--- src/design/emg_haptic_pattern_controller_unit_assert.svh ---
// Assertion macros shared by the haptic controller modules.
`ifndef EMG_HAPTIC_PATTERN_CONTROLLER_UNIT_ASSERT_SVH
`define EMG_HAPTIC_PATTERN_CONTROLLER_UNIT_ASSERT_SVH

// The consequent must hold in the same cycle as the antecedent.
`define EHPC_ASSERT_NOW(label, clk, rst_n, ante, cons) \
    label: assert property (@(posedge clk) disable iff (!rst_n) (ante) |-> (cons)) \
        else $error("ehpc assertion failed");

// The consequent must hold in the cycle after the antecedent.
`define EHPC_ASSERT_NEXT(label, clk, rst_n, ante, cons) \
    label: assert property (@(posedge clk) disable iff (!rst_n) (ante) |=> (cons)) \
        else $error("ehpc assertion failed");

`endif

--- src/design/ehpc_pkg.sv ---
`default_nettype none

package ehpc_pkg;

    localparam int BYTE_W      = 8;
    localparam int RAW_W       = 16;
    localparam int LVL_W       = 7;
    localparam int NUM_W       = RAW_W + LVL_W;
    localparam int TIME_W      = 10;
    localparam int ROT_W       = 2;
    localparam int ACT_W       = 3;
    localparam int CFG_IDX_W   = 2;
    localparam int CFG_DATA_W  = 16;

    localparam int FRAME_BYTES_DEF = 11;
    localparam int EV_Q_DEPTH      = 2;
    localparam int RES_Q_DEPTH     = 2;

    // Byte positions inside a stored frame.
    localparam int TYPE_POS    = 0;
    localparam int RAW_ONE_LO  = 7;
    localparam int RAW_ONE_HI  = 8;
    localparam int RAW_TWO_LO  = 9;
    localparam int RAW_TWO_HI  = 10;

    localparam logic [BYTE_W-1:0] START_MARK     = 8'd170;
    localparam logic [BYTE_W-1:0] EMG_FRAME_TYPE = 8'd10;

    localparam logic [LVL_W-1:0]  LEVEL_MAX   = 7'd100;
    localparam logic [LVL_W-1:0]  LEVEL_SCALE = 7'd100;
    localparam logic [TIME_W-1:0] ELAPSED_MAX = 10'd1023;
    localparam logic [TIME_W-1:0] COCON_REST  = 10'd50;
    localparam logic [TIME_W-1:0] REST_BASE   = 10'd700;
    localparam logic [TIME_W-1:0] REST_SLOPE  = 10'd6;
    localparam logic [ROT_W-1:0]  ROT_LAST    = 2'd2;

    localparam logic [ACT_W-1:0]  ACT_COCON_A  = 3'd0;
    localparam logic [ACT_W-1:0]  ACT_COCON_B  = 3'd3;
    localparam logic [ACT_W-1:0]  ACT_BASE_ONE = 3'd3;

    localparam logic [RAW_W-1:0]  FULL_SCALE_RST = 16'd185;
    localparam logic [LVL_W-1:0]  ACT_LEVEL_RST  = 7'd20;
    localparam logic [LVL_W-1:0]  BAND_RST       = 7'd20;

    typedef enum logic [CFG_IDX_W-1:0] {
        CFG_FULL_SCALE_ONE = 2'd0,
        CFG_FULL_SCALE_TWO = 2'd1,
        CFG_ACT_LEVEL      = 2'd2,
        CFG_BALANCE_BAND   = 2'd3
    } t_cfg_idx;

    typedef struct packed {
        logic              kind;
        logic [BYTE_W-1:0] rx_byte;
    } t_in_word;

    typedef struct packed {
        logic [ACT_W-1:0] actuator;
        logic             last;
    } t_out_word;

    typedef struct packed {
        logic             is_tick;
        logic [RAW_W-1:0] raw_one;
        logic [RAW_W-1:0] raw_two;
    } t_ev_word;

    typedef struct packed {
        logic [RAW_W-1:0] full_scale_one;
        logic [RAW_W-1:0] full_scale_two;
        logic [LVL_W-1:0] activation_level;
        logic [LVL_W-1:0] balance_band;
    } t_cfg;

    typedef struct packed {
        logic empty;
        logic full;
    } t_q_stat;

endpackage

`default_nettype wire

--- src/design/ehpc_queue.sv ---
`default_nettype none

`include "emg_haptic_pattern_controller_unit_assert.svh"

module ehpc_queue #(
    parameter type T     = logic [7:0],
    parameter int  DEPTH = 2
) (
    input  wire logic             i_clk,
    input  wire logic             i_rst_n,
    input  wire logic             i_push,
    input  wire T                 i_data,
    input  wire logic             i_pop,
    output T                      o_data,
    output ehpc_pkg::t_q_stat     o_stat
);

    localparam int PtrW = (DEPTH > 1) ? $clog2(DEPTH) : 1;
    localparam int CntW = $clog2(DEPTH + 1);

    T                r_mem [DEPTH];
    logic [PtrW-1:0] r_wr;
    logic [PtrW-1:0] r_rd;
    logic [CntW-1:0] r_count;
    logic            w_push;
    logic            w_pop;

    assign o_stat.empty = (r_count == '0);
    assign o_stat.full  = (r_count == CntW'(DEPTH));
    assign w_push       = i_push && !o_stat.full;
    assign w_pop        = i_pop && !o_stat.empty;
    assign o_data       = r_mem[r_rd];

    always_ff @(posedge i_clk) begin
        if (!i_rst_n) begin
            r_wr    <= '0;
            r_rd    <= '0;
            r_count <= '0;
        end else begin
            if (w_push) begin
                r_wr <= (r_wr == PtrW'(DEPTH - 1)) ? '0 : r_wr + 1'b1;
            end
            if (w_pop) begin
                r_rd <= (r_rd == PtrW'(DEPTH - 1)) ? '0 : r_rd + 1'b1;
            end
            if (w_push && !w_pop) begin
                r_count <= r_count + 1'b1;
            end else if (w_pop && !w_push) begin
                r_count <= r_count - 1'b1;
            end
        end
    end

    always_ff @(posedge i_clk) begin
        if (w_push) begin
            r_mem[r_wr] <= i_data;
        end
    end

    `EHPC_ASSERT_NOW(a_count_bound, i_clk, i_rst_n, 1'b1, r_count <= CntW'(DEPTH))

endmodule

`default_nettype wire

--- src/design/ehpc_front.sv ---
`default_nettype none

module ehpc_front #(
    parameter int FRAME_BYTES = ehpc_pkg::FRAME_BYTES_DEF
) (
    input  wire logic               i_clk,
    input  wire logic               i_rst_n,
    input  wire logic               i_push,
    input  wire ehpc_pkg::t_in_word i_in_word,
    input  wire ehpc_pkg::t_q_stat  i_ev_stat,
    output logic                    o_full,
    output logic                    o_ev_push,
    output ehpc_pkg::t_ev_word      o_ev_word
);

    localparam int CntW = $clog2(FRAME_BYTES + 1);
    localparam int IdxW = $clog2(FRAME_BYTES);

    logic                        r_receiving;
    logic [CntW-1:0]             r_byte_pos;
    logic [ehpc_pkg::BYTE_W-1:0] r_store [FRAME_BYTES];

    logic w_accept;
    logic w_byte;
    logic w_room;
    logic w_store;
    logic w_close;

    assign o_full   = i_ev_stat.full;
    assign w_accept = i_push && !i_ev_stat.full;
    assign w_byte   = w_accept && !i_in_word.kind;
    assign w_room   = (r_byte_pos < CntW'(FRAME_BYTES));
    assign w_store  = w_byte && r_receiving && w_room;
    assign w_close  = w_byte && r_receiving && !w_room;

    // Ticks pass straight through; a closed frame goes on only if it carries readings.
    assign o_ev_push = w_accept && (i_in_word.kind ||
                       (w_close && (r_store[ehpc_pkg::TYPE_POS] == ehpc_pkg::EMG_FRAME_TYPE)));
    assign o_ev_word.is_tick = i_in_word.kind;
    assign o_ev_word.raw_one = {r_store[ehpc_pkg::RAW_ONE_HI], r_store[ehpc_pkg::RAW_ONE_LO]};
    assign o_ev_word.raw_two = {r_store[ehpc_pkg::RAW_TWO_HI], r_store[ehpc_pkg::RAW_TWO_LO]};

    always_ff @(posedge i_clk) begin
        if (!i_rst_n) begin
            r_receiving <= 1'b0;
            r_byte_pos  <= '0;
        end else if (w_byte) begin
            if (!r_receiving) begin
                if (i_in_word.rx_byte == ehpc_pkg::START_MARK) begin
                    r_receiving <= 1'b1;
                    r_byte_pos  <= '0;
                end
            end else if (w_room) begin
                r_byte_pos <= r_byte_pos + 1'b1;
            end else begin
                r_receiving <= 1'b0;
                r_byte_pos  <= '0;
            end
        end
    end

    always_ff @(posedge i_clk) begin
        if (w_store) begin
            r_store[r_byte_pos[IdxW-1:0]] <= i_in_word.rx_byte;
        end
    end

endmodule

`default_nettype wire

--- src/design/ehpc_back.sv ---
`default_nettype none

`include "emg_haptic_pattern_controller_unit_assert.svh"

module ehpc_back (
    input  wire logic                i_clk,
    input  wire logic                i_rst_n,
    input  wire ehpc_pkg::t_cfg      i_cfg,
    input  wire ehpc_pkg::t_ev_word  i_ev_word,
    input  wire ehpc_pkg::t_q_stat   i_ev_stat,
    output logic                     o_ev_pop,
    input  wire ehpc_pkg::t_q_stat   i_res_stat,
    output logic                     o_res_push,
    output ehpc_pkg::t_out_word      o_res_word
);

    localparam int RawW  = ehpc_pkg::RAW_W;
    localparam int LvlW  = ehpc_pkg::LVL_W;
    localparam int NumW  = ehpc_pkg::NUM_W;
    localparam int TimeW = ehpc_pkg::TIME_W;
    localparam int RotW  = ehpc_pkg::ROT_W;
    localparam int ActW  = ehpc_pkg::ACT_W;
    localparam int StepW = $clog2(LvlW);

    typedef enum logic [2:0] {
        S_IDLE,
        S_MUL,
        S_SAT,
        S_DIV,
        S_LVL,
        S_EVAL,
        S_EMIT
    } t_state;

    // Control state
    t_state           r_state,     n_state;
    logic [1:0]       r_ready,     n_ready;
    logic [TimeW-1:0] r_elapsed [2];
    logic [TimeW-1:0] n_elapsed [2];
    logic [TimeW-1:0] r_rest [2];
    logic [TimeW-1:0] n_rest [2];
    logic [RotW-1:0]  r_rot [2];
    logic [RotW-1:0]  n_rot [2];
    logic [StepW-1:0] r_step,      n_step;
    logic             r_emit_idx,  n_emit_idx;
    logic             r_emit_last, n_emit_last;

    // Datapath
    logic [RawW-1:0]  r_raw [2];
    logic [RawW-1:0]  n_raw [2];
    logic [NumW-1:0]  r_num [2];
    logic [NumW-1:0]  n_num [2];
    logic [NumW-1:0]  r_rem [2];
    logic [NumW-1:0]  n_rem [2];
    logic [LvlW-1:0]  r_q [2];
    logic [LvlW-1:0]  n_q [2];
    logic [1:0]       r_sat,       n_sat;
    logic [LvlW-1:0]  r_lvl [2];
    logic [LvlW-1:0]  n_lvl [2];
    ehpc_pkg::t_out_word r_res0, n_res0;
    ehpc_pkg::t_out_word r_res1, n_res1;

    // Per-channel helpers
    logic [RawW-1:0]  w_fs [2];
    logic [NumW-1:0]  w_trial [2];
    logic [1:0]       w_ge;
    logic [TimeW-1:0] w_e_inc [2];
    logic [1:0]       w_act;
    logic [1:0]       w_fire;
    logic [RotW-1:0]  w_pos [2];
    logic [RotW-1:0]  w_pos_next [2];
    logic [TimeW-1:0] w_rest_new [2];
    logic [LvlW-1:0]  w_diff;
    logic             w_cocon;

    assign w_fs[0] = i_cfg.full_scale_one;
    assign w_fs[1] = i_cfg.full_scale_two;

    always_comb begin
        for (int i = 0; i < 2; i++) begin
            w_trial[i] = NumW'(w_fs[i]) << r_step;
            w_ge[i]    = (r_rem[i] >= w_trial[i]);
            w_e_inc[i] = (r_elapsed[i] == ehpc_pkg::ELAPSED_MAX) ? r_elapsed[i]
                                                                 : r_elapsed[i] + 1'b1;
            w_act[i]   = (r_lvl[i] >= i_cfg.activation_level);
            // Position three never occurs in normal use; it restarts the rotation.
            w_pos[i]      = (r_rot[i] > ehpc_pkg::ROT_LAST) ? '0 : r_rot[i];
            w_pos_next[i] = (w_pos[i] == ehpc_pkg::ROT_LAST) ? '0 : w_pos[i] + 1'b1;
            w_rest_new[i] = ehpc_pkg::REST_BASE -
                            ehpc_pkg::REST_SLOPE * TimeW'(r_lvl[i]);
        end
    end

    assign w_diff  = (r_lvl[0] > r_lvl[1]) ? r_lvl[0] - r_lvl[1] : r_lvl[1] - r_lvl[0];
    assign w_cocon = w_act[0] && w_act[1] && (w_diff <= i_cfg.balance_band);
    assign w_fire  = w_cocon ? 2'b00 : (w_act & r_ready);

    assign o_res_word = r_emit_idx ? r_res1 : r_res0;

    always_comb begin
        n_state     = r_state;
        n_ready     = r_ready;
        n_elapsed   = r_elapsed;
        n_rest      = r_rest;
        n_rot       = r_rot;
        n_step      = r_step;
        n_emit_idx  = r_emit_idx;
        n_emit_last = r_emit_last;
        n_raw       = r_raw;
        n_num       = r_num;
        n_rem       = r_rem;
        n_q         = r_q;
        n_sat       = r_sat;
        n_lvl       = r_lvl;
        n_res0      = r_res0;
        n_res1      = r_res1;
        o_ev_pop    = 1'b0;
        o_res_push  = 1'b0;

        unique case (r_state)
            S_IDLE: begin
                if (!i_ev_stat.empty) begin
                    o_ev_pop = 1'b1;
                    if (i_ev_word.is_tick) begin
                        for (int i = 0; i < 2; i++) begin
                            n_elapsed[i] = w_e_inc[i];
                            if (w_e_inc[i] > r_rest[i]) begin
                                n_ready[i] = 1'b1;
                            end
                        end
                    end else begin
                        n_raw[0] = i_ev_word.raw_one;
                        n_raw[1] = i_ev_word.raw_two;
                        // With neither channel ready the frame changes nothing.
                        if (r_ready != 2'b00) begin
                            n_state = S_MUL;
                        end
                    end
                end
            end
            S_MUL: begin
                for (int i = 0; i < 2; i++) begin
                    n_num[i] = NumW'(r_raw[i]) * NumW'(ehpc_pkg::LEVEL_SCALE);
                end
                n_state = S_SAT;
            end
            S_SAT: begin
                // A quotient of 128 or more clamps anyway, so seven quotient bits suffice.
                for (int i = 0; i < 2; i++) begin
                    n_sat[i] = (w_fs[i] == '0) || (r_num[i] >= {w_fs[i], LvlW'(0)});
                    n_rem[i] = r_num[i];
                    n_q[i]   = '0;
                end
                n_step  = StepW'(LvlW - 1);
                n_state = S_DIV;
            end
            S_DIV: begin
                for (int i = 0; i < 2; i++) begin
                    n_q[i] = {r_q[i][LvlW-2:0], w_ge[i]};
                    if (w_ge[i]) begin
                        n_rem[i] = r_rem[i] - w_trial[i];
                    end
                end
                if (r_step == '0) begin
                    n_state = S_LVL;
                end else begin
                    n_step = r_step - 1'b1;
                end
            end
            S_LVL: begin
                for (int i = 0; i < 2; i++) begin
                    n_lvl[i] = (r_sat[i] || (r_q[i] > ehpc_pkg::LEVEL_MAX))
                               ? ehpc_pkg::LEVEL_MAX : r_q[i];
                end
                n_state = S_EVAL;
            end
            S_EVAL: begin
                n_ready = 2'b00;
                for (int i = 0; i < 2; i++) begin
                    if (r_ready[i]) begin
                        n_elapsed[i] = '0;
                    end
                    if (w_fire[i]) begin
                        n_rest[i] = w_rest_new[i];
                        n_rot[i]  = w_pos_next[i];
                    end
                end
                n_emit_idx = 1'b0;
                n_state    = S_EMIT;
                if (w_cocon) begin
                    n_rest[0]       = ehpc_pkg::COCON_REST;
                    n_rest[1]       = ehpc_pkg::COCON_REST;
                    n_res0.actuator = ehpc_pkg::ACT_COCON_A;
                    n_res0.last     = 1'b0;
                    n_res1.actuator = ehpc_pkg::ACT_COCON_B;
                    n_res1.last     = 1'b1;
                    n_emit_last     = 1'b1;
                end else if (w_fire[0]) begin
                    n_res0.actuator = ehpc_pkg::ACT_BASE_ONE + ActW'(w_pos[0]);
                    n_res0.last     = !w_fire[1];
                    n_res1.actuator = ActW'(w_pos[1]);
                    n_res1.last     = 1'b1;
                    n_emit_last     = w_fire[1];
                end else if (w_fire[1]) begin
                    n_res0.actuator = ActW'(w_pos[1]);
                    n_res0.last     = 1'b1;
                    n_emit_last     = 1'b0;
                end else begin
                    n_state = S_IDLE;
                end
            end
            S_EMIT: begin
                if (!i_res_stat.full) begin
                    o_res_push = 1'b1;
                    if (r_emit_idx == r_emit_last) begin
                        n_state = S_IDLE;
                    end else begin
                        n_emit_idx = 1'b1;
                    end
                end
            end
            default: begin
                n_state = S_IDLE;
            end
        endcase
    end

    always_ff @(posedge i_clk) begin
        if (!i_rst_n) begin
            r_state     <= S_IDLE;
            r_ready     <= 2'b11;
            r_elapsed   <= '{default: '0};
            r_rest      <= '{default: '0};
            r_rot       <= '{default: '0};
            r_step      <= '0;
            r_emit_idx  <= 1'b0;
            r_emit_last <= 1'b0;
        end else begin
            r_state     <= n_state;
            r_ready     <= n_ready;
            r_elapsed   <= n_elapsed;
            r_rest      <= n_rest;
            r_rot       <= n_rot;
            r_step      <= n_step;
            r_emit_idx  <= n_emit_idx;
            r_emit_last <= n_emit_last;
        end
    end

    always_ff @(posedge i_clk) begin
        r_raw  <= n_raw;
        r_num  <= n_num;
        r_rem  <= n_rem;
        r_q    <= n_q;
        r_sat  <= n_sat;
        r_lvl  <= n_lvl;
        r_res0 <= n_res0;
        r_res1 <= n_res1;
    end

    `EHPC_ASSERT_NOW(a_lvl_range, i_clk, i_rst_n, r_state == S_EVAL, (r_lvl[0] <= ehpc_pkg::LEVEL_MAX) && (r_lvl[1] <= ehpc_pkg::LEVEL_MAX))
    `EHPC_ASSERT_NOW(a_eval_has_ready, i_clk, i_rst_n, r_state == S_EVAL, r_ready[0] || r_ready[1])
    `EHPC_ASSERT_NEXT(a_eval_clears_ready, i_clk, i_rst_n, r_state == S_EVAL, r_ready == 2'b00)

endmodule

`default_nettype wire

--- src/design/emg_haptic_pattern_controller_unit.sv ---
`default_nettype none

// Haptic pattern controller driven by two muscle-activity channels. Words pushed
// in are either received serial bytes or one-millisecond ticks; words popped out
// name the actuator to pulse, with last set on the final pulse caused by one
// input word. The receiver takes one word per cycle while the event queue is not
// full and assembles frames that open on byte 170; a closed measurement frame or
// a tick is handed through a two-entry queue to the evaluation engine. The engine
// takes a new word only when idle. A measurement frame with a ready channel goes
// through fetch, multiply, clamp check, seven restoring divide steps run on both
// channels side by side, level clamp and the pulse decision, then writes each
// pulse to the two-entry result queue, waiting while it is full. Full-scale,
// activation and balance registers are written through the configuration port;
// the user must write them only while the block is idle, which it does not enforce.
module emg_haptic_pattern_controller_unit #(
    parameter int FRAME_BYTES = ehpc_pkg::FRAME_BYTES_DEF
) (
    input  wire logic                          i_clk,
    input  wire logic                          i_rst_n,
    input  wire logic                          push,
    output logic                               full,
    input  wire ehpc_pkg::t_in_word            i_in_word,
    output logic                               empty,
    input  wire logic                          pop,
    output ehpc_pkg::t_out_word                o_out_word,
    input  wire logic                          i_cfg_we,
    input  wire logic [ehpc_pkg::CFG_IDX_W-1:0]  i_cfg_idx,
    input  wire logic [ehpc_pkg::CFG_DATA_W-1:0] i_cfg_data
);

    localparam int RawW = ehpc_pkg::RAW_W;
    localparam int LvlW = ehpc_pkg::LVL_W;

    ehpc_pkg::t_cfg      r_cfg;
    ehpc_pkg::t_ev_word  w_ev_in;
    ehpc_pkg::t_ev_word  w_ev_out;
    ehpc_pkg::t_q_stat   w_ev_stat;
    ehpc_pkg::t_q_stat   w_res_stat;
    ehpc_pkg::t_out_word w_res_word;
    logic                w_ev_push;
    logic                w_ev_pop;
    logic                w_res_push;

    always_ff @(posedge i_clk) begin
        if (!i_rst_n) begin
            r_cfg.full_scale_one   <= ehpc_pkg::FULL_SCALE_RST;
            r_cfg.full_scale_two   <= ehpc_pkg::FULL_SCALE_RST;
            r_cfg.activation_level <= ehpc_pkg::ACT_LEVEL_RST;
            r_cfg.balance_band     <= ehpc_pkg::BAND_RST;
        end else if (i_cfg_we) begin
            unique case (ehpc_pkg::t_cfg_idx'(i_cfg_idx))
                ehpc_pkg::CFG_FULL_SCALE_ONE: r_cfg.full_scale_one   <= i_cfg_data[RawW-1:0];
                ehpc_pkg::CFG_FULL_SCALE_TWO: r_cfg.full_scale_two   <= i_cfg_data[RawW-1:0];
                ehpc_pkg::CFG_ACT_LEVEL:      r_cfg.activation_level <= i_cfg_data[LvlW-1:0];
                ehpc_pkg::CFG_BALANCE_BAND:   r_cfg.balance_band     <= i_cfg_data[LvlW-1:0];
                default: begin
                end
            endcase
        end
    end

    ehpc_front #(
        .FRAME_BYTES (FRAME_BYTES)
    ) u_front (
        .i_clk     (i_clk),
        .i_rst_n   (i_rst_n),
        .i_push    (push),
        .i_in_word (i_in_word),
        .i_ev_stat (w_ev_stat),
        .o_full    (full),
        .o_ev_push (w_ev_push),
        .o_ev_word (w_ev_in)
    );

    ehpc_queue #(
        .T     (ehpc_pkg::t_ev_word),
        .DEPTH (ehpc_pkg::EV_Q_DEPTH)
    ) u_ev_queue (
        .i_clk   (i_clk),
        .i_rst_n (i_rst_n),
        .i_push  (w_ev_push),
        .i_data  (w_ev_in),
        .i_pop   (w_ev_pop),
        .o_data  (w_ev_out),
        .o_stat  (w_ev_stat)
    );

    ehpc_back u_back (
        .i_clk      (i_clk),
        .i_rst_n    (i_rst_n),
        .i_cfg      (r_cfg),
        .i_ev_word  (w_ev_out),
        .i_ev_stat  (w_ev_stat),
        .o_ev_pop   (w_ev_pop),
        .i_res_stat (w_res_stat),
        .o_res_push (w_res_push),
        .o_res_word (w_res_word)
    );

    ehpc_queue #(
        .T     (ehpc_pkg::t_out_word),
        .DEPTH (ehpc_pkg::RES_Q_DEPTH)
    ) u_res_queue (
        .i_clk   (i_clk),
        .i_rst_n (i_rst_n),
        .i_push  (w_res_push),
        .i_data  (w_res_word),
        .i_pop   (pop),
        .o_data  (o_out_word),
        .o_stat  (w_res_stat)
    );

    assign empty = w_res_stat.empty;

endmodule

`default_nettype wire
--- config.mk ---
export PLATFORM = sky130hd
export DESIGN_NAME = emg_haptic_pattern_controller_unit
export DESIGN_NICKNAME = d
export VERILOG_FILES = /design/src/design/ehpc_pkg.sv /design/src/design/ehpc_queue.sv /design/src/design/ehpc_front.sv /design/src/design/ehpc_back.sv /design/src/design/emg_haptic_pattern_controller_unit.sv
export VERILOG_INCLUDE_DIRS = /design/src /design/src/design
export SDC_FILE = /design/constraint.sdc
export NUM_CORES = 1
export LEC_CHECK = 0
export ABC_AREA = 1
export BUFFER_PORTS_ARGS = -buffer_cell sky130_fd_sc_hd__buf_4
export CAP_MARGIN = 40
export CORE_ASPECT_RATIO = 0.8
export CORE_MARGIN = 5
export CORE_UTILIZATION = 40
export DETAILED_ROUTE_END_ITERATION = 8
export PLACE_DENSITY = 0.65
export SETUP_SLACK_MARGIN = 0.2
export SYNTH_ARGS = -nofsm -noshare
export SYNTH_HDL_FRONTEND = slang
export SYNTH_SLANG_ARGS = --single-unit
--- constraint.sdc ---
create_clock -name i_clk -period 7.2 [get_ports i_clk]
set_input_delay 1.44 -clock i_clk [delete_from_list [all_inputs] [get_ports i_clk]]
set_output_delay 1.44 -clock i_clk [all_outputs]
set_load 0.02 [all_outputs]
Word-level counts from Yosys, hierarchy flattened. Memories as Yosys holds them, arrays and structs flattened. A register that Yosys moved wholly into a read port is not among the register bits. Cells that the tools add are included. W data, S select, Z words.

$add $sub $neg: 21. Order comparisons: 15. Div/mod/pow operators: 0. Equality and inequality tests: 33. $mul: 4. Bitwise logic cells: 3. Shifts and indexed selects: 2. Reduce and logical (&&, ||, !) cells: 70. Mux-type cells: 75.

Operators with widths (count): $ge A23 B23 Y1 (4); $pmux W46 S2 (1); $mux W10 (6); $mux W20 (3); $mux W23 (2); $shl A16 B3 Y23 (2); $sub A23 B23 Y23 (2); $mul A16 B5 Y21 const B (2); $pmux W20 S2 (1); $mux W3 (11); $logic_not A16 Y1 (2); $mux W1 (28); $pmux W14 S2 (1); $reduce_and A2 Y1 (13); $mux W4 (6); $mux W2 (11); $pmux W3 S7 (1); $add A10 B1 Y10 const B (2); $eq A10 B10 Y1 const B (2); $gt A10 B10 Y1 (2); $ne A2 B1 Y1 const B (10); $sub A10 B10 Y10 const A (2); $mul A2 B7 Y9 const A (2); $reduce_bool A2 Y1 (9); other kinds (37) (98).

Logic and storage cells: 264. Input port bits: 32. Memories: 3. Bits in registers: 269. Bits in writable memories: 162. Bits in latches: 0. Memory bits (read-only): 0. Output and inout port bits: 6.

Memories: u_front.r_store (depth 11, width 8, read ports 5, clocked after Yosys merged registers in 0, write ports 1, line ehpc_front.sv:21) `logic [ehpc_pkg::BYTE_W-1:0] r_store [FRAME_BYTES];`; u_ev_queue.r_mem (depth 2, width 33, read ports 1, clocked after Yosys merged registers in 1, write ports 1, line ehpc_queue.sv:21) `T r_mem [DEPTH];`; u_res_queue.r_mem (depth 2, width 4, read ports 1, clocked after Yosys merged registers in 1, write ports 1, line ehpc_queue.sv:21).

Logic depth before layout (Yosys ltp). Gate-level depths: netlist of run 1.

Depth in word-level cells: 14. Gate-level depth with buffers: 27. Mapped depth without buffers: 25.

Modules after synthesis. From an unflattened synthesis of run 1, not the netlist that was laid out.

Cells, all modules: 2948. Area, all modules: 25170.4 um^2.

By module, submodules not included: ehpc_back (cells an instance 2357, area an instance 18235.0 um^2, instances 1); ehpc_queue (u_ev_queue) (cells an instance 141, area an instance 2782.7 um^2, instances 1); emg_haptic_pattern_controller_unit (cells an instance 274, area an instance 1895.6 um^2, instances 1); ehpc_front (cells an instance 126, area an instance 1716.6 um^2, instances 1); ehpc_queue (u_res_queue) (cells an instance 50, area an instance 540.5 um^2, instances 1).

Worst setup path before layout of run 1. Ideal clock, no wire load.

Path type: input to register. Start point: in push. End point: mem u_ev_queue.r_mem[1][0] (netlist name) (enable). Setup slack: 3.178 ns. Path buffers: 0. Arrival time: 3.597 ns. Data required time: 6.775 ns. Library setup time: 0.425 ns. Stages: 8. Cells stage by stage: o21ai_0 nor2_1 nand2_1 inv_1 nand4_1 a21oi_1 inv_1 nor2_1.

Cells in the longest elaborated chain, start to end: 10.

Ends and longest elaborated chain: start: declaration (line emg_haptic_pattern_controller_unit.sv:20) `input wire logic push,`; $logic_and A1 B1 Y1 (*) (line ehpc_front.sv:30) `assign w_accept = i_push && !i_ev_stat.full;`; $logic_and A1 B1 Y1 (line ehpc_front.sv:31) `assign w_byte = w_accept && !i_in_word.kind;`; $logic_and A1 B1 Y1 (2 in a row) (line ehpc_front.sv:34) `assign w_close = w_byte && r_receiving && !w_room;`; $logic_and A1 B1 Y1 (line ehpc_front.sv:38) `(w_close && (r_store[ehpc_pkg::TYPE_POS] == ehpc_pkg::EMG_FRAME_TYPE)));`; $logic_or A1 B1 Y1 (line ehpc_front.sv:37) `assign o_ev_push = w_accept && (i_in_word.kind ||`; $logic_and A1 B1 Y1 (*) (line ehpc_front.sv:37); $logic_and A1 B1 Y1 (*) (line ehpc_queue.sv:30) `assign w_push = i_push && !o_stat.full;`; net u_ev_queue.w_push (line ehpc_queue.sv:25) `logic w_push;`; $mux W1 (*) (line ehpc_queue.sv:55) `if (w_push) begin`; $mux W1 (implied by the code) (*) (line ehpc_queue.sv:56) `r_mem[r_wr] <= i_data;`; end: declaration (line ehpc_queue.sv:21).

The timed path passes the listed nets; every way through them passes the cells marked *.

Worst setup path in the final report of run 1.
Start point: reg u_back.r_step[0]. End point: reg u_back.r_rem[25] (netlist name) (enable).

Cells in the longest elaborated chain, start to end: 4.

Ends and longest elaborated chain: start: declaration (line ehpc_back.sv:44) `logic [StepW-1:0] r_step, n_step;`; start signal: assignment (line ehpc_back.sv:244) `r_step <= n_step;`; $shl A16 B3 Y23 (line ehpc_back.sv:81) `w_trial[i] = NumW'(w_fs[i]) << r_step;`; $ge A23 B23 Y1 (line ehpc_back.sv:82) `w_ge[i] = (r_rem[i] >= w_trial[i]);`; $ne A2 B1 Y1 (no line); $reduce_and A2 Y1 (no line); end signal: assignment (line ehpc_back.sv:253) `r_rem <= n_rem;`; end: declaration (line ehpc_back.sv:53) `logic [NumW-1:0] r_rem [2];`.

No other way between the ends. A chain may end at the register's enable or synchronous reset.

==> qor.yml, run 1 <==
timing:
  finalSetupViolCount: 0
  period_needed_ns: 4.419
  worst-slew-pin-transition_ns: 0.9389
  hold_viol: 0
  slew_headroom: 0.3740
  final.period_utilization: 0.6138
  hold_slack_ns: 0.4479
  rsz0062_at_grt: "false"
  finalSetupTns_ns: 0
  clock.fmax_mhz: 226.3
  finalMaxSlewViolations: 0
  skew_ns: 0.01038
final_layout:
  design_area_um2: 26760
  most-common-layout-cells: "571 x nand2_1, 394 x inv_1, 270 x edfxtp_1, 267 x ha_1, 219 x o21ai_0"
  area_growth_pct: 9.978
  post-route-util: 0.4462
  drive_gt1_frac: 0.07070
  diodes: 0
  stdcell_count: 3622
  nets: 3142
  mostFrequentLayoutCell: "nand2_1"
placement:
  placed_area_um2: 25490
  dpl.hpwl_mm: 42.97
  port-buffer-count: 37
  dpl.cell_count: 3553
  gp_congestion: 0.9249
yosys:
  synth_top_area_frac: 0.3333
  syn-mean-instance-area_um2: 8.748
  yosys.area.top_type: "edfxtp_1"
  synth.yosys.seq_area_share: 0.4262
  ys_ff_latch: 383
  ys_warn_count: 0
  synth.distinct_cells: 53
  synthesis.nets: 3108
  synth_area_um2: 24330
  postSynthCellCount: 2781
  synthTopCellsByArea: "edfxtp_1 33%, ha_1 14%, dfxtp_1 9.3%, nand2_1 8.8%, inv_1 6.1%"
detailed_routing:
  dr.first_iter.drc_count: 1401
  dr.pass1.iters: 5
  drc: 0
  totalWireLength_mm: 56.00
  final_antenna_net_count: 0
  wl_per_cell_um: 15.46
  vias: 18448
  vias_per_cell: 5.093
outcome:
  outcome: "complete, no violations"
clocking:
  cts_resized: 0
  path_clk_slew_ns: 0.06
  cts_num_sinks: 383
  clk_latency_ns: 0.54
  root_buffer: "clkbuf_16"
  postCtsHoldBufs: 0
  cts_buffer_depth: 3
  cts_max_level: 2
  cts_tree: "built"
  post_cts_buffers: 0
  cts_buffers: 39
job:
  drv_cap: 0
global_route:
  grt_pass1_vias: 16639
  antenna_found_initial: 0
  grt_pass1_wl_mm: 89.88
  grt_use_total: 0.1665
  grt_remaining_overflow: 0
  grt_start_max_net_pins: 75
floorplan:
  initial_core_util: 0.4058
  num_io_pins: 38
  rows: 80
  dieWidth_um: 285.7
  die_height_um: 230.6
  fp.coreArea_um2: 59960
  die_area_um2: 65880
worst_setup_path:
  cp.arrival_ns: 4.67
  end_kind: "register"
  cp-start-kind: "register"
  crit_path_max_fanout: 63
  crit_top_cell: "nand2_1"
  crit_chain: "clkinv_1, nor3_1, o21ai_0, ha_1, nand2_1, nor3_1, nand4_1, nand3_1, nand2_1, nand4_1, nand2_1, nand2_1, buf_8"
  cp_slowest_stage_delay_ns: 0.95
  crit_required_ns: 7.45
  path_class: "reg2reg"
  path_delay_family: "simple AND/OR/NAND/NOR gates"
  worst_path_max_delay_cell: "dfxtp_2"
  cp_num_buf_inv: 2
power_and_ir_drop:
  total_leakage_power_uw: 0.01167
  p_per_area_nw_per_um2: 407.2
  ir_worst_vdd_uv: 181.1
worst_hold_path:
  hold_class: "reg2reg"
-- per-stage QoR --
step | power, µW | worst slack, ns
floorplan | 7443 | 3.178
global placement | 8794 | 2.737
detailed placement | 8829 | 2.850
CTS | 10910 | 2.829
global route | 11850 | 2.404
finish | 10900 | 2.781
-- layer usage --
| metal | vias up | routed length, µm | GRT usage | part of all wire |
|---|---|---|---|---|
| met5 | - | 0 | 0 | 0 |
| met4 | 0 | 778 | 0.02967 | 0.014 |
| met3 | 54 | 3080 | 0.02022 | 0.055 |
| met2 | 481 | 21800 | 0.2302 | 0.39 |
| met1 | 8434 | 30340 | 0.2768 | 0.54 |
| li1 | 9479 | - | - | - |
-- flip-flops by register name (all words and copies together), names as in the netlist, 3 cells and up, named ones only --
register            flops
r_cfg                  46
u_back.r_elapsed       20
u_back.r_lvl           14
u_back.r_num           42
u_back.r_q             14
u_back.r_raw           32
u_back.r_rem           46
u_back.r_res0           4
u_back.r_rest          18
u_back.r_rot            4
u_back.r_state          3
u_back.r_step           3
u_ev_queue.r_mem       66
u_front.r_byte_pos      4
u_front.r_store        40
u_res_queue.r_mem       8
-- cells by family (layout without fill, tap and decap cells) --
group,after synthesis,in the layout,synth area share
DFF,383,383,0.4262
and+or+nand+nor,996,996,0.1747
adders and majority gates,295,295,0.1604
muxes,50,50,0.02242
AOI/OAI and AO/OA,515,515,0.1147
xor gates and xnor gates,82,82,0.02952
buffers and inverters,460,522,0.07210
-- cell usage after synthesis (all sizes together) --
| cell | instances |
|---|---|
| nand2 | 580 |
| inv | 400 |
| a31oi | 11 |
| a221oi | 2 |
| nor4b | 1 |
| clkinv | 1 |
| o211ai | 12 |
| nor3 | 28 |
| o21bai | 11 |
| nand3 | 92 |
| o31ai | 2 |
| clkbuf | 49 |
| xor2 | 51 |
| a21o | 10 |
| o21a | 5 |
| ha | 267 |
| nand4 | 48 |
| and3 | 3 |
| nor2 | 192 |
| dfxtp | 113 |
| o2111ai | 3 |
| o22ai | 2 |
| xnor2 | 31 |
| edfxtp | 270 |
| a21oi | 216 |
| a21boi | 4 |
| a211oi | 9 |
| fa | 28 |
| o21ai | 227 |
| a2bb2oi | 1 |
| nand2b | 1 |
| nor4 | 16 |
| buf | 10 |
| nand3b | 18 |
| mux2i | 14 |
| or2 | 17 |
| mux2 | 36 |
-- power breakdown --
part           internal [µW]  total (µW)  switching, µW
combinational           2040        5560           3520
clock                   1170        2020            848
sequential              3030        3320            293
-- layout make-up --
type | count | area (µm²)
flip-flops and latches | 383 | 10370
fillers | 5796 | 33200
clock buffers | 54 | 1084
well taps | 779 | 974.7
repair buffers | 52 | 415.4
multi-input cells | 1938 | 12220
clock inverters | 15 | 181.4
inverters | 401 | 1510
-- worst paths after layout --
| kind | start | end | slack, ns | depth (start not counted) |
|---|---|---|---|---|
| max | u_back.r_step[0]$_SDFFE_PN0P_ | u_back.r_rem[25]$_DFFE_PP_ | 2.78 | 13 |
| min | u_front.r_store[9][2]$_DFFE_PP_ | u_ev_queue.r_mem[1][2]$_DFFE_PP_ | 0.45 | 0 |
| max reg2reg | u_back.r_step[0]$_SDFFE_PN0P_ | u_back.r_rem[25]$_DFFE_PP_ | 2.78 | 13 |
| min reg2reg | u_front.r_store[9][2]$_DFFE_PP_ | u_ev_queue.r_mem[1][2]$_DFFE_PP_ | 0.45 | 0 |
(Power assumes the default switching activity.)
==> run 2: changes to the inputs <==
Clock period 7.2 ns to 4.3 ns, I/O delays scaled along.
==> run 2 against run 1 <==
  * First-iteration DRC count rose by 11%
  * Largest cell class unchanged
  * Worst setup slack lost 2.2 ns
  * Clock skew is 0.0099 ns higher
  * Critical endpoint is now u_back.r_res1[2]$_SDFFCE_PN1P_
  * Sequential share of layout area decreased by 0.29 points
  * Hold slack lost 0.0084 ns
  * Routed wire length increased by 0.14%
  * Register-to-register slack lost 2.2 ns
  * Count of clock-buffer cells in the layout did not move
  * Die area is the same
  * Largest power group unchanged
==> qor.yml, run 2 (synthesized netlist as in run 1, its figures left out) <==
outcome:
  outcome: "complete, no violations"  # unchanged
global_route:
  antenna_found_initial: 0  # unchanged
  grt_pass1_vias: 17208  # was 16,639
  grt_use_total: 0.1672  # was 0.1665
  grt_pass1_wl_mm: 91.02  # was 89.88 mm
  grt_start_max_net_pins: 65  # was 75
  grt_remaining_overflow: 0  # unchanged
power_and_ir_drop:
  total_leakage_power_uw: 0.01177  # was 0.01167 µW
  finalPower_uw: 18200  # was 10,900 µW
  p_int_uw: 10470  # was 6239 µW
  p_per_area_nw_per_um2: 675.1  # was 407.2 nW/µm²
  power_switching_uw: 7729  # was 4657 µW
  combPwrFrac: 0.512  # was 0.510
  seqPwrFrac: 0.304  # was 0.305
  ir_worst_vdd_uv: 343.5  # was 181.1 µV
  swShare: 0.4247  # was 0.4274
  pwr-share-clk: 0.184  # was 0.185
placement:
  dpl.hpwl_mm: 43.23  # was 42.97 mm
  port-buffer-count: 37  # unchanged
  dpl.cell_count: 3568  # was 3,553
  gp_congestion: 0.8967  # was 0.9249
  pre_cts_slack_ns: 0.1698  # was 2.850 ns
floorplan:
  die_height_um: 230.6  # unchanged
  fp.coreArea_um2: 59960  # unchanged
  dieWidth_um: 285.7  # unchanged
  num_io_pins: 38  # unchanged
  rows: 80  # unchanged
  die_area_um2: 65880  # unchanged
  initial_core_util: 0.4058  # unchanged
detailed_routing:
  dr.pass1.iters: 7  # was 5
  totalWireLength_mm: 56.08  # was 56.00 mm
  vias: 18399  # was 18,448
  final_antenna_net_count: 0  # unchanged
  vias_per_cell: 5.046  # was 5.093
  dr.first_iter.drc_count: 1559  # was 1,401
  drc: 0  # unchanged
  wl_per_cell_um: 15.38  # was 15.46 µm
timing:
  finalSetupViolCount: 0  # unchanged
  finalSetupTns_ns: 0  # unchanged
  final.period_utilization: 0.8664  # was 0.6138
  slew_headroom: 0.4106  # was 0.3740
  worst-slew-pin-transition_ns: 0.8809  # was 0.9389 ns
  rsz0062_at_grt: "false"  # unchanged
  fin_ws_ns: 0.5745  # was 2.781 ns
  finalMaxSlewViolations: 0  # unchanged
  period_needed_ns: 3.726  # was 4.419 ns
  hold_viol: 0  # unchanged
  skew_ns: 0.02031  # was 0.01038 ns
  clock.fmax_mhz: 268.4  # was 226.3 MHz
worst_setup_path:
  cp-start-kind: "register"  # unchanged
  crit_path_max_fanout: 11  # was 63
  end_kind: "register"  # unchanged
  cp.arrival_ns: 3.97  # was 4.67 ns
  crit_required_ns: 4.55  # was 7.45 ns
  path_class: "reg2reg"  # unchanged
  r2r_start: "u_back.r_lvl[7]$_SDFFCE_PP0P_"  # was u_back.r_step[0]$_SDFFE_PN0P_
  critPathLaunch: "u_back.r_lvl[7]$_SDFFCE_PP0P_"  # was u_back.r_step[0]$_SDFFE_PN0P_
clocking:
  cts_tree: "built"  # unchanged
  cts_max_level: 2  # unchanged
  cts_num_sinks: 383  # unchanged
  path_clk_slew_ns: 0.06  # about the same
  cts_buffers: 40  # was 39
  cts_buffer_depth: 3  # unchanged
  clk_latency_ns: 0.54  # about the same
  root_buffer: "clkbuf_16"  # unchanged
worst_hold_path:
  hold_class: "reg2reg"  # unchanged
  worstHoldStart: "u_front.r_store[7][5]$_DFFE_PP_"  # was u_front.r_store[9][2]$_DFFE_PP_
final_layout:
  mostFrequentLayoutCell: "nand2_1"  # unchanged
  stdcell_count: 3646  # was 3,622
  top_regs: "u_ev_queue.r_mem (66), r_cfg (46), u_back.r_rem (46)"  # unchanged
  drive_gt1_frac: 0.08162  # was 0.07070
  largest_reg_flops: 66  # unchanged
  area_growth_pct: 10.80  # was 9.978%
  fillers: 5776  # was 5,796
  nets: 3163  # was 3,142
  most-common-layout-cells: "568 x nand2_1, 392 x inv_1, 270 x edfxtp_1, 267 x ha_1, 219 x o21ai_0"  # was 571 x nand2_1, 394 x inv_1, 270 x edfxtp_1, 267 x ha_1, 219 x o21ai_0
  diodes: 0  # unchanged
  top_register: "u_ev_queue.r_mem"  # unchanged
job:
  drv_cap: 0  # unchanged
## run 2: power groups by stage
stage	clock network (µW)	registers [µW]	logic [µW]
global route	3580	5580	10700
detailed placement	0	5600	9190
finish	3350	5540	9310
CTS	3420	5520	9290
floorplan	0	5370	7090
global placement	0	5590	9130
## run 2: path summary, 6_finish.rpt
kind	slack, ns	endpoint	depth (start not counted)
worst min register to register	0.44	u_ev_queue.r_mem[0][21]$_DFFE_PP_	0
worst max-delay path	0.57	u_back.r_res1[2]$_SDFFCE_PN1P_	22
worst min-delay path	0.44	u_ev_queue.r_mem[0][21]$_DFFE_PP_	0
worst max register to register	0.57	u_back.r_res1[2]$_SDFFCE_PN1P_	22
## run 2: through the flow
stage | hold slack, ns | area, µm² | util
floorplan | 0.4215 | 24330 | -
global placement | 0.4254 | 25590 | 0.4268
detailed placement | 0.4304 | 25610 | 0.4272
CTS | 0.4416 | 26890 | 0.4485
global route | 0.4501 | 26950 | 0.4496
finish | 0.4395 | 26950 | 0.4496
## run 2: area by class of cell
type / instances / area (µm²) / share of cell area
Sequential cell: 383 / 10370 / 0.3848
Clock inverter: 19 / 147.6 / 0.005477
Inverter: 401 / 1510 / 0.05603
Multi-Input combinational cell: 1938 / 12250 / 0.4544
Timing Repair Buffer: 72 / 575.6 / 0.02135
Tap cell: 779 / 974.7 / 0.03616
Clock buffer: 54 / 1126 / 0.04178
## run 2: timing repair
| action | 4_1_cts | 5_1_grt |
|---|---|---|
| resized for setup | 1 | 8 |
| hold buffers | 0 | 0 |
| pin swaps | 0 | 0 |
| setup endpoints to repair | 7 | 33 |
| hold endpoints to repair | 0 | 0 |
| buffers inserted | 0 | 5 |
## run 2: layer usage
layer | global-route usage | vias up | part of all wire | wire length (µm)
met3 | 0.02465 | 47 | 0.055 | 3061
met2 | 0.2377 | 409 | 0.40 | 22170
met4 | 0.02450 | 0 | 0.012 | 672
li1 | - | 9510 | - | -
met5 | 0 | - | 0 | 0
met1 | 0.2716 | 8433 | 0.54 | 30170
## run 2: worst max-delay path, cell delays in order, from the launching register on
cell and delay [ns]:
edfxtp_1 0.45, inv_1 0.17, ha_1 0.19, inv_1 0.06
fa_1 0.41, nand2_1 0.08, nand2_1 0.05, a21oi_1 0.19
o21ai_0 0.14, xor2_1 0.16, nand2_1 0.07, nand2_1 0.05
inv_1 0.04, ha_1 0.28, nand2_1 0.09, inv_1 0.04
a21oi_1 0.16, nand2_1 0.07, nand2_1 0.12, nand3_4 0.18
nand2_2 0.16, nand2_2 0.14, inv_1 0.16
